[config.mk]
export PLATFORM = sky130hd
export DESIGN_NAME = tone_contention_mac_controller
export DESIGN_NICKNAME = d
export VERILOG_FILES = /design/src/sv/tcmac_pkg.sv /design/src/sv/tcmac_ctrl.sv /design/src/sv/tcmac_dp.sv /design/src/sv/tone_contention_mac_controller.sv
export SDC_FILE = /design/constraint.sdc
export NUM_CORES = 1
export LEC_CHECK = 0
export ABC_AREA = 1
export BUFFER_PORTS_ARGS = -buffer_cell sky130_fd_sc_hd__buf_2
export CAP_MARGIN = 20
export CORE_ASPECT_RATIO = 1.1
export CORE_MARGIN = 2
export CORE_UTILIZATION = 55
export CTS_CLUSTER_DIAMETER = 60
export DETAILED_ROUTE_END_ITERATION = 10
export PLACE_DENSITY = 0.75
export SLEW_MARGIN = 20
export SYNTH_ARGS = -nofsm -noshare
export SYNTH_HDL_FRONTEND = slang
export SYNTH_SLANG_ARGS = --single-unit
[constraint.sdc]
create_clock -name clk_i -period 5 [get_ports clk_i]
set_input_delay 0.75 -clock clk_i [delete_from_list [all_inputs] [get_ports clk_i]]
set_output_delay 0.75 -clock clk_i [all_outputs]
set_load 0.02 [all_outputs]
[src/sv/tcmac_pkg.sv]
package tcmac_pkg;

  localparam int QUEUE_LIMIT = 10;

  // action codes
  localparam logic [1:0] ACT_ENQUEUE = 2'd0;
  localparam logic [1:0] ACT_RX_FRAME = 2'd1;
  localparam logic [1:0] ACT_TICK = 2'd2;

  // mac modes
  localparam logic [1:0] MODE_IDLE = 2'd0;
  localparam logic [1:0] MODE_CONTEND = 2'd1;
  localparam logic [1:0] MODE_BKOFF = 2'd2;
  localparam logic [1:0] MODE_ENDFRAME = 2'd3;

  // configuration register indexes
  localparam logic [1:0] CFG_OWN_ADDRESS = 2'd0;
  localparam logic [1:0] CFG_CR_WINDOW = 2'd1;
  localparam logic [1:0] CFG_MAX_FRAME = 2'd2;

  localparam logic [7:0] BCAST_ADDRESS = 8'hFF;
  localparam logic [7:0] CONTENDERS_MAX = 8'hFF;

  localparam logic [7:0] OWN_ADDRESS_RST = 8'd1;
  localparam logic [15:0] CR_WINDOW_RST = 16'd494;
  localparam logic [23:0] MAX_FRAME_RST = 24'd14820;

  typedef struct packed {
    logic [1:0]  action;
    logic [7:0]  dest_address;
    logic        phy_busy;
    logic [15:0] random_fraction;
  } in_item_t;

  typedef struct packed {
    logic       send_tone;
    logic       send_data;
    logic       deliver_up;
    logic       enqueue_dropped;
    logic [1:0] mac_mode;
    logic [3:0] queued_count;
    logic [7:0] contender_count;
  } out_item_t;

  typedef struct packed {
    logic capture;
    logic commit;
  } ctrl_cmd_t;

endpackage

[src/sv/tcmac_ctrl.sv]
module tcmac_ctrl (
  input  logic                 clk_i,
  input  logic                 rst_ni,
  input  logic                 in_valid_i,
  output logic                 in_stall_o,
  output logic                 out_valid_o,
  input  logic                 out_stall_i,
  output tcmac_pkg::ctrl_cmd_t cmd_o
);
  import tcmac_pkg::*;

  localparam logic S_IDLE = 1'b0;
  localparam logic S_EXEC = 1'b1;

  logic state_q, state_d;
  logic out_valid_q, out_valid_d;
  logic capture, commit;

  assign capture = (state_q == S_IDLE) && in_valid_i;
  // result register free or being drained this cycle
  assign commit = (state_q == S_EXEC) && (!out_valid_q || !out_stall_i);

  always_comb begin
    state_d = state_q;
    unique case (state_q)
      S_IDLE: begin
        if (capture) state_d = S_EXEC;
      end
      S_EXEC: begin
        if (commit) state_d = S_IDLE;
      end
      default: state_d = S_IDLE;
    endcase
  end

  always_comb begin
    out_valid_d = out_valid_q;
    priority if (commit) begin
      out_valid_d = 1'b1;
    end else if (!out_stall_i) begin
      out_valid_d = 1'b0;
    end
  end

  always_ff @(posedge clk_i or negedge rst_ni) begin
    if (!rst_ni) begin
      state_q     <= S_IDLE;
      out_valid_q <= 1'b0;
    end else begin
      state_q     <= state_d;
      out_valid_q <= out_valid_d;
    end
  end

  assign in_stall_o    = (state_q != S_IDLE);
  assign out_valid_o   = out_valid_q;
  assign cmd_o.capture = capture;
  assign cmd_o.commit  = commit;

endmodule

[src/sv/tcmac_dp.sv]
module tcmac_dp (
  input  logic                 clk_i,
  input  logic                 rst_ni,
  input  tcmac_pkg::ctrl_cmd_t cmd_i,
  input  tcmac_pkg::in_item_t  in_item_i,
  input  logic                 cfg_valid_i,
  input  logic [1:0]           cfg_index_i,
  input  logic [23:0]          cfg_data_i,
  output tcmac_pkg::out_item_t out_item_o
);
  import tcmac_pkg::*;

  // configuration
  logic [7:0]  own_addr_q;
  logic [15:0] cr_window_q;
  logic [23:0] max_frame_q;

  // mac state
  logic [1:0]  mode_q, mode_d;
  logic        blocked_q, blocked_d;
  logic [7:0]  contenders_q, contenders_d;
  logic [3:0]  fill_q, fill_d;
  logic        rr_run_q, rr_run_d;
  logic [15:0] rr_cnt_q, rr_cnt_d;
  logic        bk_run_q, bk_run_d;
  logic [23:0] bk_cnt_q, bk_cnt_d;
  logic        fr_run_q, fr_run_d;
  logic [23:0] fr_cnt_q, fr_cnt_d;

  // captured item and first backoff product
  in_item_t    item_q;
  logic [7:0]  draw_q;
  logic [23:0] draw_prod;
  logic [23:0] bk_load;

  out_item_t   res_d, res_q;
  logic        tone, data, deliver, dropped;
  logic        ef, er, eb;

  assign draw_prod = in_item_i.random_fraction * contenders_q;
  assign bk_load   = draw_q * cr_window_q;

  always_ff @(posedge clk_i) begin
    if (cmd_i.capture) begin
      item_q <= in_item_i;
      draw_q <= draw_prod[23:16];
    end
    if (cmd_i.commit) res_q <= res_d;
  end

  always_ff @(posedge clk_i or negedge rst_ni) begin
    if (!rst_ni) begin
      own_addr_q  <= OWN_ADDRESS_RST;
      cr_window_q <= CR_WINDOW_RST;
      max_frame_q <= MAX_FRAME_RST;
    end else if (cfg_valid_i) begin
      unique case (cfg_index_i)
        CFG_OWN_ADDRESS: own_addr_q  <= cfg_data_i[7:0];
        CFG_CR_WINDOW:   cr_window_q <= cfg_data_i[15:0];
        CFG_MAX_FRAME:   max_frame_q <= cfg_data_i;
        default: ;
      endcase
    end
  end

  always_comb begin
    mode_d       = mode_q;
    blocked_d    = blocked_q;
    contenders_d = contenders_q;
    fill_d       = fill_q;
    rr_run_d     = rr_run_q;
    rr_cnt_d     = rr_cnt_q;
    bk_run_d     = bk_run_q;
    bk_cnt_d     = bk_cnt_q;
    fr_run_d     = fr_run_q;
    fr_cnt_d     = fr_cnt_q;
    tone         = 1'b0;
    data         = 1'b0;
    deliver      = 1'b0;
    dropped      = 1'b0;
    ef           = 1'b0;
    er           = 1'b0;
    eb           = 1'b0;

    unique case (item_q.action)
      ACT_ENQUEUE: begin
        if (fill_q < 4'(QUEUE_LIMIT)) fill_d = fill_q + 4'd1;
        else dropped = 1'b1;
        if (blocked_q && !fr_run_q) begin
          fr_run_d = 1'b1;
          fr_cnt_d = max_frame_q;
          mode_d   = MODE_ENDFRAME;
        end
        if ((mode_d == MODE_IDLE && !blocked_d) || !(rr_run_d || bk_run_d || fr_run_d)) begin
          tone = 1'b1; rr_run_d = 1'b1; rr_cnt_d = cr_window_q;
          mode_d = MODE_CONTEND; contenders_d = 8'd1;
        end
      end
      ACT_RX_FRAME: begin
        priority if (item_q.dest_address == BCAST_ADDRESS) begin
          // tone heard
          if (!blocked_q) begin
            if (mode_q == MODE_IDLE || mode_q == MODE_BKOFF) begin
              if (mode_q == MODE_BKOFF) begin
                bk_run_d = 1'b0; bk_cnt_d = '0;
              end
              blocked_d = 1'b1;
              fr_run_d  = 1'b1;
              fr_cnt_d  = max_frame_q;
              mode_d    = MODE_ENDFRAME;
            end else if (mode_q == MODE_CONTEND) begin
              if (contenders_q < CONTENDERS_MAX) contenders_d = contenders_q + 8'd1;
            end
          end
        end else if (item_q.dest_address == own_addr_q) begin
          deliver = 1'b1;
        end else begin
          // data frame for another node ends the exchange
          if (blocked_q) begin
            blocked_d = 1'b0; fr_run_d = 1'b0; fr_cnt_d = '0;
          end
          rr_run_d = 1'b0; rr_cnt_d = '0;
          bk_run_d = 1'b0; bk_cnt_d = '0;
          if (fill_q != 4'd0) begin
            tone = 1'b1; rr_run_d = 1'b1; rr_cnt_d = cr_window_q;
            mode_d = MODE_CONTEND; contenders_d = 8'd1;
          end else begin
            mode_d = MODE_IDLE;
          end
        end
      end
      ACT_TICK: begin
        if (fr_run_q) begin
          if (fr_cnt_q > 24'd1) fr_cnt_d = fr_cnt_q - 24'd1;
          else begin
            fr_run_d = 1'b0; fr_cnt_d = '0; ef = 1'b1;
          end
        end
        if (rr_run_q) begin
          if (rr_cnt_q > 16'd1) rr_cnt_d = rr_cnt_q - 16'd1;
          else begin
            rr_run_d = 1'b0; rr_cnt_d = '0; er = 1'b1;
          end
        end
        if (bk_run_q) begin
          if (bk_cnt_q > 24'd1) bk_cnt_d = bk_cnt_q - 24'd1;
          else begin
            bk_run_d = 1'b0; bk_cnt_d = '0; eb = 1'b1;
          end
        end
        // frame end, then round end, then backoff end
        if (ef && !fr_run_d) begin
          blocked_d = 1'b0;
          if (fill_d != 4'd0) begin
            tone = 1'b1; rr_run_d = 1'b1; rr_cnt_d = cr_window_q;
            mode_d = MODE_CONTEND; contenders_d = 8'd1;
          end else begin
            mode_d = MODE_IDLE;
          end
        end
        if (er && !rr_run_d) begin
          priority if (contenders_d > 8'd1) begin
            bk_run_d = 1'b1; bk_cnt_d = bk_load; mode_d = MODE_BKOFF;
          end else if (fill_d == 4'd0) begin
            mode_d = MODE_IDLE;
          end else if (!item_q.phy_busy) begin
            data = 1'b1; fill_d = fill_d - 4'd1; mode_d = MODE_IDLE;
          end else begin
            tone = 1'b1; rr_run_d = 1'b1; rr_cnt_d = cr_window_q;
            mode_d = MODE_CONTEND; contenders_d = 8'd1;
          end
        end
        if (eb && !bk_run_d) begin
          tone = 1'b1; rr_run_d = 1'b1; rr_cnt_d = cr_window_q;
          mode_d = MODE_CONTEND; contenders_d = 8'd1;
        end
      end
      default: ;
    endcase

    res_d.send_tone       = tone;
    res_d.send_data       = data;
    res_d.deliver_up      = deliver;
    res_d.enqueue_dropped = dropped;
    res_d.mac_mode        = mode_d;
    res_d.queued_count    = fill_d;
    res_d.contender_count = contenders_d;
  end

  always_ff @(posedge clk_i or negedge rst_ni) begin
    if (!rst_ni) begin
      mode_q       <= MODE_IDLE;
      blocked_q    <= 1'b0;
      contenders_q <= 8'd1;
      fill_q       <= '0;
      rr_run_q     <= 1'b0;
      rr_cnt_q     <= '0;
      bk_run_q     <= 1'b0;
      bk_cnt_q     <= '0;
      fr_run_q     <= 1'b0;
      fr_cnt_q     <= '0;
    end else if (cmd_i.commit) begin
      mode_q       <= mode_d;
      blocked_q    <= blocked_d;
      contenders_q <= contenders_d;
      fill_q       <= fill_d;
      rr_run_q     <= rr_run_d;
      rr_cnt_q     <= rr_cnt_d;
      bk_run_q     <= bk_run_d;
      bk_cnt_q     <= bk_cnt_d;
      fr_run_q     <= fr_run_d;
      fr_cnt_q     <= fr_cnt_d;
    end
  end

  assign out_item_o = res_q;

endmodule

[src/sv/tone_contention_mac_controller.sv]
// timing: an item is captured into the datapath when it is taken, and its result
//   is registered once the result register is free or being drained
// flow: a new item is stalled until the current one has committed; the backoff
//   draw (random times contender count) is registered before it is scaled by
//   the round window
// reset: rst_ni clears the mac state to idle with stopped timers and loads the
//   default own address, round window and frame timeout
module tone_contention_mac_controller (
  input  logic                 clk_i,
  input  logic                 rst_ni,
  input  logic                 in_valid_i,
  output logic                 in_stall_o,
  input  tcmac_pkg::in_item_t  in_item_i,
  output logic                 out_valid_o,
  input  logic                 out_stall_i,
  output tcmac_pkg::out_item_t out_item_o,
  input  logic                 cfg_valid_i,
  output logic                 cfg_ready_o,
  input  logic [1:0]           cfg_index_i,
  input  logic [23:0]          cfg_data_i
);
  import tcmac_pkg::*;

  ctrl_cmd_t cmd;

  tcmac_ctrl u_ctrl (
    .clk_i       (clk_i),
    .rst_ni      (rst_ni),
    .in_valid_i  (in_valid_i),
    .in_stall_o  (in_stall_o),
    .out_valid_o (out_valid_o),
    .out_stall_i (out_stall_i),
    .cmd_o       (cmd)
  );

  tcmac_dp u_dp (
    .clk_i       (clk_i),
    .rst_ni      (rst_ni),
    .cmd_i       (cmd),
    .in_item_i   (in_item_i),
    .cfg_valid_i (cfg_valid_i),
    .cfg_index_i (cfg_index_i),
    .cfg_data_i  (cfg_data_i),
    .out_item_o  (out_item_o)
  );

  // configuration writes complete at once
  assign cfg_ready_o = 1'b1;

endmodule
; ---- Word-level counts from Yosys, hierarchy flattened
; Cells that the tools add are included.
[word_totals]
wordCells = 241
memories = 0
rom_bits = 0
in_bits = 58
output_inout_bits = 21
ff_bits = 169
latch_bits = 0
mem_bits_rw = 0
[classes]
reduce_logical = 38
n_eq_ne = 20
shift = 0
n_div = 0
mul = 2
n_bitwise = 4
order_cmp = 6
addsub = 6
n_mux = 139
[op_table]
columns = operator, count
row1 = 24-bit two-way mux, 17
row2 = 16-bit two-way mux, 13
row3 = 8-bit two-way mux, 15
row4 = 24-bit case mux with 3 select lines, 1
row5 = 1-bit two-way mux, 65
row6 = "24-bit by 1-bit greater-than comparator with 1-bit output, second input constant", 2
row7 = 16-bit case mux with 3 select lines, 1
row8 = 24-bit case mux with 2 select lines, 1
row9 = "24-bit by 1-bit subtractor with 24-bit output, second input constant", 2
row10 = 16-bit by 8-bit multiplier with 24-bit output, 1
row11 = 8-bit by 16-bit multiplier with 24-bit output, 1
row12 = 2-bit two-way mux, 12
row13 = 8-bit case mux with 3 select lines, 1
row14 = 4-bit two-way mux, 5
row15 = "16-bit by 1-bit greater-than comparator with 1-bit output, second input constant", 1
row16 = "16-bit by 1-bit subtractor with 16-bit output, second input constant", 1
row17 = 6-bit AND reduction, 2
row18 = "2-bit by 1-bit inequality test with 1-bit output, second input constant", 5
row19 = "3-bit inequality test, second input constant", 3
row20 = 1-bit case mux with 3 select lines, 3
row21 = "8-bit by 1-bit adder with 8-bit output, second input constant", 1
row22 = 8-bit == test, 1
row23 = "8-bit == test, second input constant", 1
row24 = "8-bit by 1-bit greater-than comparator with 1-bit output, second input constant", 1
row25 = 27 further kinds, 59

; ---- Logic depth before layout (Yosys ltp)
; Gate-level depths: netlist of run 1.
[depth]
depth_word = 16
mapped_depth = 25
ltp_nobuf = 23

; ---- Modules after synthesis
; From an unflattened synthesis of run 1, not the netlist that was laid out.
[unflattened]
hier_cells = 2484
hier_area_um2 = 18143.7
[modules_own_cells]
columns = module, seq_area_each_um2, instances, area_each_um2, cells_per_inst
row1 = tcmac_dp, 4385.5, 1, 18034.8, 2470
row2 = tcmac_ctrl, 50.0, 1, 97.6, 12
row3 = tone_contention_mac_controller, 0.0, 1, 11.3, 2

; ---- Worst setup path after synthesis of run 1
; No wires, ideal clock.
[synth_timing]
path_type = register to register
startpoint = register u_dp.contenders_q[2]
endpoint = register u_dp.draw_q[7] (data pin)
setup_ns = 0.260
t_arrival_ns = 4.590
n_path_buf = 3
period_less_slack_ns = 4.850
required_time_ns = 4.740
stages_incl_launch_ff = 23
path_slack_ns = 0.150
cell_sequence = dfrtp_1 -> buf_2 -> buf_1 -> buf_1 -> nand2_1 -> fa_1 -> fa_1 -> inv_1 -> fa_1 -> inv_1 -> fa_1 -> inv_1 -> ha_1 -> a21oi_1 -> inv_1 -> o21a_1 -> o21ai_0 -> nand3_1 -> nand2_1 -> nand2_1 -> nand2_1 -> nand2_1 -> xor2_1
[synth_via]
elab_chain_cells = 1
[synth_rtl]
columns = element, line_no
row1 = from (decl), tcmac_dp.sv:21  ; logic [7:0] contenders_q, contenders_d;
row2 = from (signal assigned), tcmac_dp.sv:205  ; contenders_q <= contenders_d;
row3 = 16-bit by 8-bit multiplier with 24-bit output, tcmac_dp.sv:40  ; assign draw_prod = in_item_i.random_fraction * contenders_q;
row4 = named net u_dp.draw_prod[23], tcmac_dp.sv:33  ; logic [23:0] draw_prod;
row5 = to (signal assigned), tcmac_dp.sv:46  ; draw_q <= draw_prod[23:16];
row6 = to (decl), tcmac_dp.sv:32  ; logic [7:0] draw_q;
; The timed path passes the listed nets, and every way through them passes these cells.
; A chain may end at the register's enable or synchronous reset.

; ---- Worst setup path in the final report of run 1
[layout_timing]
startpoint = register u_dp.cr_window_q[2]
endpoint = register u_dp.bk_cnt_q[22]
[layout_via]
elab_chain_cells = 4
[layout_rtl]
columns = element, line_no
row1 = from (decl), tcmac_dp.sv:15  ; logic [15:0] cr_window_q;
row2 = from (signal assigned), tcmac_dp.sv:59  ; CFG_CR_WINDOW: cr_window_q <= cfg_data_i[15:0];
row3 = 8-bit by 16-bit multiplier with 24-bit output, tcmac_dp.sv:41  ; assign bk_load = draw_q * cr_window_q;
row4 = 24-bit two-way mux, tcmac_dp.sv:162  ; priority if (contenders_d > 8'd1) begin
row5 = 24-bit two-way mux, tcmac_dp.sv:161  ; if (er && !rr_run_d) begin
row6 = 24-bit case mux with 2 select lines, tcmac_dp.sv:85  ; unique case (item_q.action)
row7 = to (signal assigned), tcmac_dp.sv:210  ; bk_cnt_q <= bk_cnt_d;
row8 = to (decl), tcmac_dp.sv:26  ; logic [23:0] bk_cnt_q, bk_cnt_d;
; No other way between the ends.

==> key figures, run 1 <==
Status
  • Outcome: complete, no violations

Layout
  • Design area: 19690 um2
  • Diode count: 0
  • Share of cells above drive strength 1: a little under 10%
  • Area delta synth->final: 7.898%
  • Fillcell total: 2982
  • Util after Layout: between 60 and 70%
  • Fin nets: ~2900

Logic synthesis
  • Yosys warnings: 0
  • Synthesized area: ~18000 um2
  • Ys flop type: dfrtp_1
  • #FFs+latches synth: approximately 170
  • Synth Instances: ~2500
  • Post-synthesis net count: ~2800
  • Sequential area share after synthesis: roughly a quarter
  • Post-synth EDFFs: 37
  • Avg Inst Size Synth: around 7.3 um2
  • Async S/R FF share, synth: approximately 80%
  • Cell variety after synth: 60

STA
  • Hold Fails Final Rpt: 0
  • Slew margin rel.: between 30% and 40%
  • Clk_skew: about 0.018 ns
  • Hold slack: 0.4155 ns
  • Least-Margin Pin Slew: around 0.93 ns
  • Unrepaired setup endpoints after global routing: false
  • Fin crit period: roughly 4.7 ns
  • Tcrit/Tclk final: approximately 94%
  • Setup TNS: 0 ns
  • Max Clk Rate: approximately 210 MHz
  • PnR worst setup slack: 0.2778 ns
  • Finish-stage setup viols: 0
  • Fin. max-slew vios: 0

Die
  • Ports: just under 80
  • # rows: just under 70
  • Die Y: around 200 um
  • Core area: approximately 32000 um2
  • Initial Utilization: 56.22%
  • Die Area: 34660 um2
  • Die X: between 150 and 200 um

Clock network
  • CTS max path bufs: 2
  • H-tree depth: 4
  • Sink Count: around 170
  • Clock-pin slew on the worst setup and hold paths: 0.08 ns
  • CTS tree: built
  • CTS Buf Count: 17
  • Clk_lat worst skew: about 0.46 ns
  • Root buf cell: clkbuf_16

Worst setup path
  • R2r endpoint: u_dp.bk_cnt_q[22]$_DFFE_PN0P_
  • CP cell instances: nand2_1 > fa_1 > fa_1 > inv_1 > fa_1 > inv_1 > fa_1 > inv_1 > ha_1 > inv_1 > o21ai_0 > a21oi_1 > nor2_1 > o21ai_0 > nand3_1 > nand2_1 > nand3_1 > nand3_1 > nand2_1
  • CP Depth: 19
  • Worst path arrival time: roughly 5.1 ns
  • Worst-path fanout max: 8
  • R2R Setup Slk: roughly 0.28 ns
  • RR Startpoint: u_dp.cr_window_q[2]$_DFFE_PN1P_
  • Critical Path Source Type: flip-flop
  • Buf/Inv on CP: 4
  • WS Path Type: flip-flop to flip-flop
  • Worst setup EP type: flip-flop
  • Data required time of the worst path: approximately 5.3 ns
  • CP endpoint: u_dp.bk_cnt_q[22]$_DFFE_PN0P_
  • Crit-path max cell delay: between 0.6 and 0.7 ns
  • Crit. Startpoint: u_dp.cr_window_q[2]$_DFFE_PN1P_
  • Crit-path slowest cell: dfstp_2
  • CP top delay family: adder cells
  • Worst Reg-to-Reg Cells: 19

Job
  • Max-cap violations: 0

Routing
  • Post-route DRC violation count: 0
  • Post-Route WL: about 47000 um
  • Total number of vias: 16203
  • Via/cell ratio: approximately 5.4
  • Iteration-0 DRC count of the detailed router: around 1300
  • ANT nets after route: 0
  • WL/cell: roughly 16 um
  • First drt pass iteration count: 6

Global route
  • GRT met2 Usage: 45.75%
  • Remaining Overflow, GRT: 0
  • Met1 GRT Util: between 30% and 40%
  • Vias in the first global route: between 15000 and 20000
  • Met3 GRT Util: under 10%
  • Global-route wire length before repair: around 79000 um
  • Gr busiest metal: met2
  • Gr usage total: between 20% and 30%
  • Largest net degree at the start of global routing: 93
  • Antenna violations before repair: 0

Placed design
  • DP Area: 19070 um2
  • RD Place Congestion: just over 0.9
  • Place WS: around 0.095 ns
  • HPWL after detailed placement: approximately 36000 um
  • Buffers on Ports: 77

Power
  • PwrDens: 398.1 nW/um2
  • Max VDD drop: 0.3516 mV
  • Pleak: 11.18 nW

Worst hold path
  • Hold crit path type: input port to async pin
-- metrics by stage --
step / cells / power [mW]
finish: 2989 / 7.839
detailed placement: 2955 / 6.398
CTS: 2987 / 7.775
global placement: 2955 / 6.279
floorplan: 2506 / 5.300
global route: 2989 / 8.566
-- how the worst min path moves through the flow --
stage          slack (ns)                     startpoint                               end
4_1_cts              0.45                         rst_ni  u_dp.cr_window_q[15]$_DFFE_PN0P_
6_report             0.42                         rst_ni  u_dp.cr_window_q[15]$_DFFE_PN0P_
3_3_place_gp         0.47  u_dp.bk_cnt_q[23]$_DFFE_PN0P_     u_dp.bk_cnt_q[23]$_DFFE_PN0P_
2_1_floorplan        0.45                         rst_ni       u_ctrl.in_stall_o$_DFF_PN0_
5_1_grt              0.45                  in_item_i[22]         u_dp.item_q[22]$_DFFE_PP_
3_5_place_dp         0.48  u_dp.bk_cnt_q[23]$_DFFE_PN0P_     u_dp.bk_cnt_q[23]$_DFFE_PN0P_
-- timing repair --
| item | 4_1_cts | 5_1_grt |
|---|---|---|
| buffers inserted | 0 | 2 |
| resized for setup | 0 | 4 |
| setup endpoints to repair | 0 | 5 |
| hold buffers | 0 | 0 |
| hold endpoints to repair | 0 | 0 |
-- flip-flops by register name, indices dropped and copies added, names as in the netlist, 2 cells and up --
register	flops
u_dp.own_addr_q	8
u_dp.fr_cnt_q	24
u_dp.out_item_o	18
u_dp.cr_window_q	16
u_dp.mode_q	2
u_dp.fill_q	4
u_dp.item_q	11
u_dp.draw_q	8
u_dp.bk_cnt_q	24
u_dp.contenders_q	8
u_dp.rr_cnt_q	16
u_dp.max_frame_q	24
-- synth_stat cells (all sizes together) (8+ instances only) --
library cell | n | area, um2
a21o | 10 | 75.07
a21oi | 105 | 563.0
buf | 30 | 166.4
clkbuf | 68 | 266.5
dfrtp | 115 | 2878
dfstp | 17 | 446.7
edfxtp | 37 | 1111
fa | 167 | 3343
ha | 98 | 1226
inv | 539 | 2023
mux2 | 8 | 90.09
nand2 | 687 | 2626
nand3 | 97 | 528.0
nand4 | 37 | 237.7
nor2 | 189 | 790.8
nor3 | 25 | 130.1
o21ai | 156 | 780.8
xnor2 | 19 | 166.4
xor2 | 38 | 332.8
-- kinds of logic (layout without fill, tap and decap cells) --
group	count (synthesis)	count (layout)	synth area share, %
compound gates	315	315	9.646
mux	8	8	0.4936
xor+xnor	57	57	2.736
buf+inv	640	697	13.52
fa+ha+maj	265	265	25.04
other cells	1	1	0.02055
simple gates	1051	1051	24.24
flops	169	169	24.30
-- routing by layer --
layer | vias to the layer above | part of all wire, %
met4 | 0 | 2.5
met1 | 7650 | 43
met5 | - | 0
met2 | 714 | 46
met3 | 96 | 7.9
li1 | 7743 | -
-- final cells by class --
class | count | area (um2) | area share [%]
clock buffers | 20 | 457.9 | 2.326
clock inverters | 12 | 125.1 | 0.6354
inverters | 542 | 2034 | 10.33
multi-input cells | 1697 | 11370 | 57.73
flip-flops and latches | 169 | 4436 | 22.53
well taps | 426 | 533.0 | 2.707
repair buffers | 123 | 737.0 | 3.743
-- layout by cell type (no fill, tap or decap), types with 4 or more instances in the layout --
cell type and count:
nor4_1 5, a21oi_2 12, o211ai_1 7, nor2_4 5
a21oi_1 93, buf_2 76, xor2_1 38, nand2_2 16
or2_2 4, inv_1 530, nor2_2 11, ha_1 98
inv_6 5, o21ai_1 10, o21a_1 7, dfrtp_1 115
nand4_1 36, dfstp_2 17, a22oi_1 4, edfxtp_1 37
nor3_1 24, fa_1 167, buf_4 46, nor2_1 172
a21o_1 10, nand2_1 670, inv_2 9, clkbuf_16 18
nand3_1 91, a211oi_1 4, xnor2_1 19, mux2_2 8
o21bai_1 4, o21ai_0 146
-- where the power goes --
| group | switching (mW) | leakage (nW) | internal [mW] |
|---|---|---|---|
| registers | 0.387 | 2.01 | 1.75 |
| logic | 2.81 | 8.88 | 1.55 |
| clock network | 0.648 | 0.279 | 0.692 |
| total | 3.85 | 11.2 | 3.99 |
No activity file was read; power rests on OpenSTA's default activity.
==> run 2, diff against run 1 <==
Settings changed: CELL_PAD_IN_SITES_DETAIL_PLACEMENT set to 1, CELL_PAD_IN_SITES_GLOBAL_PLACEMENT set to 2, CORE_UTILIZATION 55 to 34, PLACE_DENSITY 0.75 to unset, PLACE_DENSITY_LB_ADDON set to 0.1.
==> run 2 against run 1 <==
Net effect:
- flip-flop and latch count unchanged
- clock-buffer cell count down 3
- sequential power about the same
- critical endpoint is now u_dp.bk_cnt_q[21]$_DFFE_PN0P_
==> key figures, run 2 (same netlist as run 1, synthesis figures left out) <==
Status
  • Outcome: complete, no violations (unchanged)

Layout
  • Largest regs: u_dp.bk_cnt_q: 24 flops, u_dp.fr_cnt_q: 24 flops, u_dp.max_frame_q: 24 flops (unchanged)
  • Area of the multi-input gates: 11390 um2 (was 11370 um2)
  • Fillcell total: 6710 (was 2982)
  • Most frequent cells in the layout: nand2_1 (670), inv_1 (530), nor2_1 (171) (was nand2_1 (670), inv_1 (530), nor2_1 (172))
  • Area delta synth->final: 11.12% (was 7.898%)
  • Share of cells above drive strength 1: 10.71% (was 9.676%)
  • Commonest non-fill, non-tap cell in the layout: nand2_1 (unchanged)
  • Register Area: 4436 um2 (unchanged)
  • Non-filler instance count after layout: 3268 (was 2989)
  • Diode count: 0 (unchanged)
  • Fin nets: 2896 (was 2873)

Worst setup path
  • Worst-path fanout max: 13 (was 8)
  • CP cell instances: buf_12 > nand2_1 > inv_1 > fa_1 > inv_1 > fa_1 > inv_1 > fa_1 > inv_1 > fa_1 > inv_1 > ha_1 > nand2_1 > nor4_2 > buf_4 > nand4_1 > nand3_1 > a21oi_1 > o21ai_1 > nand3_1 > nand2_1 (was nand2_1 > fa_1 > fa_1 > inv_1 > fa_1 > inv_1 > fa_1 > inv_1 > ha_1 > inv_1 > o21ai_0 > a21oi_1 > nor2_1 > o21ai_0 > nand3_1 > nand2_1 > nand3_1 > nand3_1 > nand2_1)
  • Data required time of the worst path: 5.42 ns (was 5.34 ns)
  • Buf/Inv on CP: 7 (was 4)
  • Worst setup EP type: flip-flop (unchanged)
  • WS Path Type: flip-flop to flip-flop (unchanged)
  • Crit-path slowest cell: edfxtp_1 (was dfstp_2)
  • Most frequent CP cell: inv_1
  • Worst path arrival time: 5.11 ns (was 5.06 ns)
  • CP top delay family: adder cells (unchanged)
  • Crit-path max cell delay: 0.52 ns (was 0.64 ns)
  • Critical Path Source Type: flip-flop (unchanged)

STA
  • Slew margin rel.: 34.31% (was 37.89%)
  • Finish-stage setup viols: 0 (unchanged)
  • Unrepaired setup endpoints after global routing: false (unchanged)
  • Tcrit/Tclk final: 93.84% (was 94.44%)
  • Fin. max-slew vios: 0 (unchanged)
  • Least-Margin Pin Slew: 0.9843 ns (was 0.9316 ns)
  • Max Clk Rate: 213.1 MHz (was 211.8 MHz)
  • Setup TNS: 0 ns (unchanged)
  • PnR worst setup slack: 0.3080 ns (was 0.2778 ns)
  • Hold Fails Final Rpt: 0 (unchanged)
  • Clk_skew: 0.02000 ns (was 0.01843 ns)
  • Fin crit period: 4.692 ns (was 4.722 ns)
  • Hold slack: 0.1802 ns (was 0.4155 ns)

Power
  • Internal Power: 4.155 mW (was 3.990 mW)
  • Max VDD drop: 0.2847 mV (was 0.3516 mV)
  • Net Sw Frac: 49.14% (was 49.10%)
  • Clock Power Share: 16.8% (was 17.1%)
  • Combinational Power Share: 56.9% (was 55.7%)
  • Switch Pwr: 4.015 mW (was 3.849 mW)
  • Pleak: 11.31 nW (was 11.18 nW)
  • Sequential Power Share: 26.2% (was 27.3%)
  • PwrDens: 402.9 nW/um2 (was 398.1 nW/um2)

Routing
  • Via/cell ratio: 4.843 (was 5.421)
  • Post-Route WL: 56140 um (was 47010 um)
  • WL/cell: 17.18 um (was 15.73 um)
  • Iteration-0 DRC count of the detailed router: 635 (was 1345)
  • ANT nets after route: 0 (unchanged)
  • Total number of vias: 15827 (was 16203)
  • Post-route DRC violation count: 0 (unchanged)
  • First drt pass iteration count: 5 (was 6)

Global route
  • Largest net degree at the start of global routing: 47 (was 93)
  • Gr usage total: 21.37% (was 28.27%)
  • Remaining Overflow, GRT: 0 (unchanged)
  • Vias in the first global route: 17458 (was 16293)
  • Global-route wire length before repair: 93030 um (was 78780 um)
  • Antenna violations before repair: 0 (unchanged)

Clock network
  • CTS max path bufs: 2 (unchanged)
  • Root buf cell: clkbuf_16 (unchanged)
  • Clock-pin slew on the worst setup and hold paths: 0.08 ns (about the same)
  • Clk_lat worst skew: 0.49 ns (was 0.46 ns)
  • H-tree depth: 4 (unchanged)
  • CTS tree: built (unchanged)
  • CTS Buf Count: 17 (unchanged)
  • Sink Count: 169 (unchanged)

Die
  • Die X: 224.9 um (was 177.7 um)
  • # rows: 89 (was 69)
  • Die Area: 55550 um2 (was 34660 um2)
  • Core area: 53340 um2 (was 32460 um2)
  • Die Y: 247.0 um (was 195.1 um)
  • Initial Utilization: 34.21% (was 56.22%)
  • Ports: 79 (unchanged)

Placed design
  • Cell count after placement: 3234 (was 2955)
  • Place WS: 0.07905 ns (was 0.09489 ns)
  • HPWL after detailed placement: 44930 um (was 35900 um)
  • Buffers on Ports: 77 (unchanged)
  • RD Place Congestion: 0.8111 (was 0.9255)

Worst hold path
  • Hold crit path type: input port to async pin (unchanged)

Job
  • Max-cap violations: 0 (unchanged)
[run 2: changes by cell type in the layout (fill, tap and decap cells not counted), sizes merged]
cell	delta
buf	+23
clkbuf	-3
clkinv	+2
bufinv	+1
[run 2: path summary, 6_finish.rpt]
check	from	end	slack (ns)	cells after the start
worst max-delay path	u_dp.draw_q[6]$_DFFE_PP_	u_dp.bk_cnt_q[21]$_DFFE_PN0P_	0.31	21
worst min-delay path	rst_ni	u_dp.max_frame_q[20]$_DFFE_PN0P_	0.18	1
worst max register to register	u_dp.draw_q[6]$_DFFE_PP_	u_dp.bk_cnt_q[21]$_DFFE_PN0P_	0.31	21
worst min register to register	u_dp.max_frame_q[0]$_DFFE_PN0P_	u_dp.max_frame_q[0]$_DFFE_PN0P_	0.49	2
max in group asynchronous	rst_ni	u_dp.bk_cnt_q[21]$_DFFE_PN0P_	3.73	2
min in group clk_i	in_item_i[16]	u_dp.item_q[16]$_DFFE_PP_	0.43	1
[run 2: what timing repair did]
action | in CTS | in global routing
setup endpoints to repair | 0 | 12
hold endpoints to repair | 0 | 0
setup buffers | 0 | 2
hold buffers | 0 | 0
resized for setup | 0 | 18
[run 2: through the flow]
step	util (%)	total power, mW	instance area, um2
after floorplan	-	5.300	18250
after global placement	36.76	6.731	19610
after detailed placement	36.79	6.822	19630
after CTS	37.89	8.278	20210
after global routing	38.02	9.053	20280
final	38.02	8.170	20280
[run 2: power groups by stage]
stage                     clock network (mW)  logic [mW]  registers [mW]
after floorplan                            0        3.29            2.01
after global placement                     0        4.57            2.17
after detailed placement                   0        4.65            2.17
after CTS                               1.42        4.70            2.15
after global routing                    1.47        5.38            2.20
final                                   1.38        4.65            2.14
[run 2: routing by layer]
metal / vias up / wire, um / GRT usage, %
li1: 7779 / - / -
met1: 7831 / 25730 / 27.02
met2: 167 / 27770 / 37.80
met3: 50 / 1235 / 2.911
met4: 0 / 1407 / 6.369
met5: - / 0 / 0
[run 2: final cells by class]
class	instances	area share, %
clock buffers	17	2.098
clock inverters	15	0.7774
inverters	542	10.03
multi-input cells	1697	56.19
flip-flops and latches	169	21.87
well taps	682	4.208
repair buffers	146	4.825
==> run 3, diff against run 2 <==
Settings changed: PLACE_DENSITY set to 0.84, PLACE_DENSITY_LB_ADDON 0.1 to unset.
==> run 3 against run 2 <==
Net effect:
- routed wire length decreased by 3.4%
- worst setup slack lost 0.075 ns
- die area stayed put
- worst hold slack improved by 0.19 ns
- critical path type unchanged
- combinational power is 2% lower
- largest power group unchanged
==> key figures, run 3 (same netlist as run 1, synthesis figures left out) <==
Status
  • Outcome: complete, no violations (unchanged)

Global route
  • Global-route wire length before repair: 90820 um (was 93030 um)
  • Vias in the first global route: 17675 (was 17458)
  • Gr usage total: 20.56% (was 21.37%)
  • Antenna violations before repair: 0 (unchanged)
  • Remaining Overflow, GRT: 0 (unchanged)
  • Largest net degree at the start of global routing: 98 (was 47)

STA
  • Tcrit/Tclk final: 95.34% (was 93.84%)
  • PnR worst setup slack: 0.2330 ns (was 0.3080 ns)
  • Fin. max-slew vios: 0 (unchanged)
  • Slew margin rel.: 23.00% (was 34.31%)
  • Setup TNS: 0 ns (unchanged)
  • Max Clk Rate: 209.8 MHz (was 213.1 MHz)
  • Hold Fails Final Rpt: 0 (unchanged)
  • Clk_skew: 0.01439 ns (was 0.02000 ns)
  • Least-Margin Pin Slew: 1.143 ns (was 0.9843 ns)
  • Finish-stage setup viols: 0 (unchanged)
  • Fin crit period: 4.767 ns (was 4.692 ns)
  • Unrepaired setup endpoints after global routing: true (was false)

Worst setup path
  • Data required time of the worst path: 5.38 ns (was 5.42 ns)
  • CP cell instances: buf_12 > buf_4 > nand2_1 > inv_1 > fa_1 > fa_1 > fa_1 > inv_1 > fa_1 > inv_1 > ha_1 > nand2_1 > nor2_1 > nand2_1 > nand2_1 > nand2_1 > nand3_1 > nor2_1 > nor2_1 > nand2_1 > nand3_1 > nand2_1 (was buf_12 > nand2_1 > inv_1 > fa_1 > inv_1 > fa_1 > inv_1 > fa_1 > inv_1 > fa_1 > inv_1 > ha_1 > nand2_1 > nor4_2 > buf_4 > nand4_1 > nand3_1 > a21oi_1 > o21ai_1 > nand3_1 > nand2_1)
  • WS Path Type: flip-flop to flip-flop (unchanged)
  • Worst setup EP type: flip-flop (unchanged)
  • Worst path arrival time: 5.15 ns (was 5.11 ns)
  • Crit-path max cell delay: 0.54 ns (was 0.52 ns)
  • R2R Setup Slk: 0.23 ns (was 0.31 ns)
  • Critical Path Source Type: flip-flop (unchanged)
  • Worst-path fanout max: 9 (was 13)
  • Crit-path slowest cell: edfxtp_1 (unchanged)
  • Most frequent CP cell: nand2_1 (was inv_1)

Layout
  • Area delta synth->final: 11.00% (was 11.12%)
  • Design area: 20260 um2 (was 20280 um2)
  • Fin nets: 2893 (was 2896)
  • Non-filler instance count after layout: 3265 (was 3268)
  • Util after Layout: 37.98% (was 38.02%)
  • Share of cells above drive strength 1: 10.65% (was 10.71%)
  • Largest regs: u_dp.bk_cnt_q: 24 flops, u_dp.fr_cnt_q: 24 flops, u_dp.max_frame_q: 24 flops (unchanged)
  • Diode count: 0 (unchanged)
  • Commonest non-fill, non-tap cell in the layout: nand2_1 (unchanged)
  • Most frequent cells in the layout: nand2_1 (670), inv_1 (530), nor2_1 (171) (unchanged)

Clock network
  • Cts hold-fix bufs: 0 (unchanged)
  • H-tree depth: 4 (unchanged)
  • Clock-pin slew on the worst setup and hold paths: 0.07 ns (was 0.08 ns)
  • CTS Buf Count: 17 (unchanged)
  • Root buf cell: clkbuf_16 (unchanged)
  • Sink Count: 169 (unchanged)
  • Clk_lat worst skew: 0.49 ns (about the same)
  • CTS tree: built (unchanged)
  • CTS max path bufs: 2 (unchanged)

Die
  • Ports: 79 (unchanged)
  • # rows: 89 (unchanged)
  • Die Y: 247.0 um (unchanged)
  • Core area: 53340 um2 (unchanged)
  • Die Area: 55550 um2 (unchanged)
  • Initial Utilization: 34.21% (unchanged)
  • Die X: 224.9 um (unchanged)

Routing
  • Post-Route WL: 54230 um (was 56140 um)
  • Post-route DRC violation count: 0 (unchanged)
  • WL/cell: 16.61 um (was 17.18 um)
  • First drt pass iteration count: 5 (unchanged)
  • Iteration-0 DRC count of the detailed router: 665 (was 635)
  • ANT nets after route: 0 (unchanged)
  • Total number of vias: 16038 (was 15827)
  • Via/cell ratio: 4.912 (was 4.843)

Job
  • Max-cap violations: 0 (unchanged)

Worst hold path
  • Hold crit path type: input port to async pin (unchanged)

Power
  • Max VDD drop: 0.2984 mV (was 0.2847 mV)
  • PwrDens: 400.7 nW/um2 (was 402.9 nW/um2)
  • Pleak: 11.31 nW (about the same)

Placed design
  • Cell count after placement: 3230 (was 3234)
  • DP Area: 19580 um2 (was 19630 um2)
  • Place WS: -0.003526 ns (was 0.07905 ns)
  • HPWL after detailed placement: 43170 um (was 44930 um)
  • RD Place Congestion: 0.8388 (was 0.8111)
  • Buffers on Ports: 77 (unchanged)
## run 3: cell count changes in the layout (fill, tap and decap cells not counted), moves of 2 or more
cell      change
clkinv_8      +2
inv_8         -2
buf_6         -3
buf_4         +2
o21ai_0       +3
clkbuf_8      +3
clkinv_1      -2
o21ai_1       -3
## run 3: metrics by stage
stage / hold slack, ns / power [mW]
finish: 0.3739 / 8.116
global route: 0.4098 / 8.946
CTS: 0.3924 / 8.161
detailed placement: 0.4755 / 6.675
global placement: 0.4641 / 6.548
floorplan: 0.4491 / 5.300
## run 3: worst max-delay path, delay by kind of cell, from the launching register on
| kind | cells | cell delay [ns] |
|---|---|---|
| flip-flops | 1 | 0.54 |
| adder cells (fa/ha/maj) | 5 | 2.34 |
| buffers and inverters | 5 | 0.54 |
| AND/OR/NAND/NOR | 12 | 1.21 |
## run 3: path summary, 6_finish.rpt
check                                                  endpoint                       startpoint  cells past startpoint
worst max register to register    u_dp.bk_cnt_q[23]$_DFFE_PN0P_         u_dp.draw_q[5]$_DFFE_PP_                     22
min in group clk_i                    u_dp.item_q[17]$_DFFE_PP_                    in_item_i[17]                      1
worst min-delay path                u_ctrl.in_stall_o$_DFF_PN0_                           rst_ni                      1
max in group asynchronous             u_dp.bk_run_q$_DFFE_PN0P_                           rst_ni                      2
worst max-delay path              u_dp.bk_cnt_q[23]$_DFFE_PN0P_         u_dp.draw_q[5]$_DFFE_PP_                     22
worst min register to register  u_dp.max_frame_q[1]$_DFFE_PN0P_  u_dp.max_frame_q[1]$_DFFE_PN0P_                      2
## run 3: layout make-up
class / instances / area, um2
Clock buffer: 21 / 491.7
Clock inverter: 11 / 120.1
Fill cell: 6670 / 33080
Inverter: 542 / 2034
Multi-Input combinational cell: 1697 / 11390
Sequential cell: 169 / 4439
Tap cell: 682 / 853.3
Timing Repair Buffer: 143 / 924.6
## run 3: repair_timing
action	CTS	global route
buffers inserted	0	3
resized for setup	0	12
endpoints found under the setup margin	0	12
## run 3: routing by layer
layer | global-route usage, % | wire length (um) | vias up
met4 | 5.941 | 1088 | 0
met1 | 24.64 | 23820 | 8067
met3 | 2.234 | 1054 | 43
li1 | - | - | 7767
met5 | 0 | 0 | -
met2 | 38.52 | 28270 | 161
## run 3: where the power goes
part           leakage, nW  internal (mW)  total (mW)  switching, mW
clock network        0.298          0.729        1.41          0.684
registers             2.01           1.75        2.15          0.401
logic                 9.00           1.64        4.55           2.91
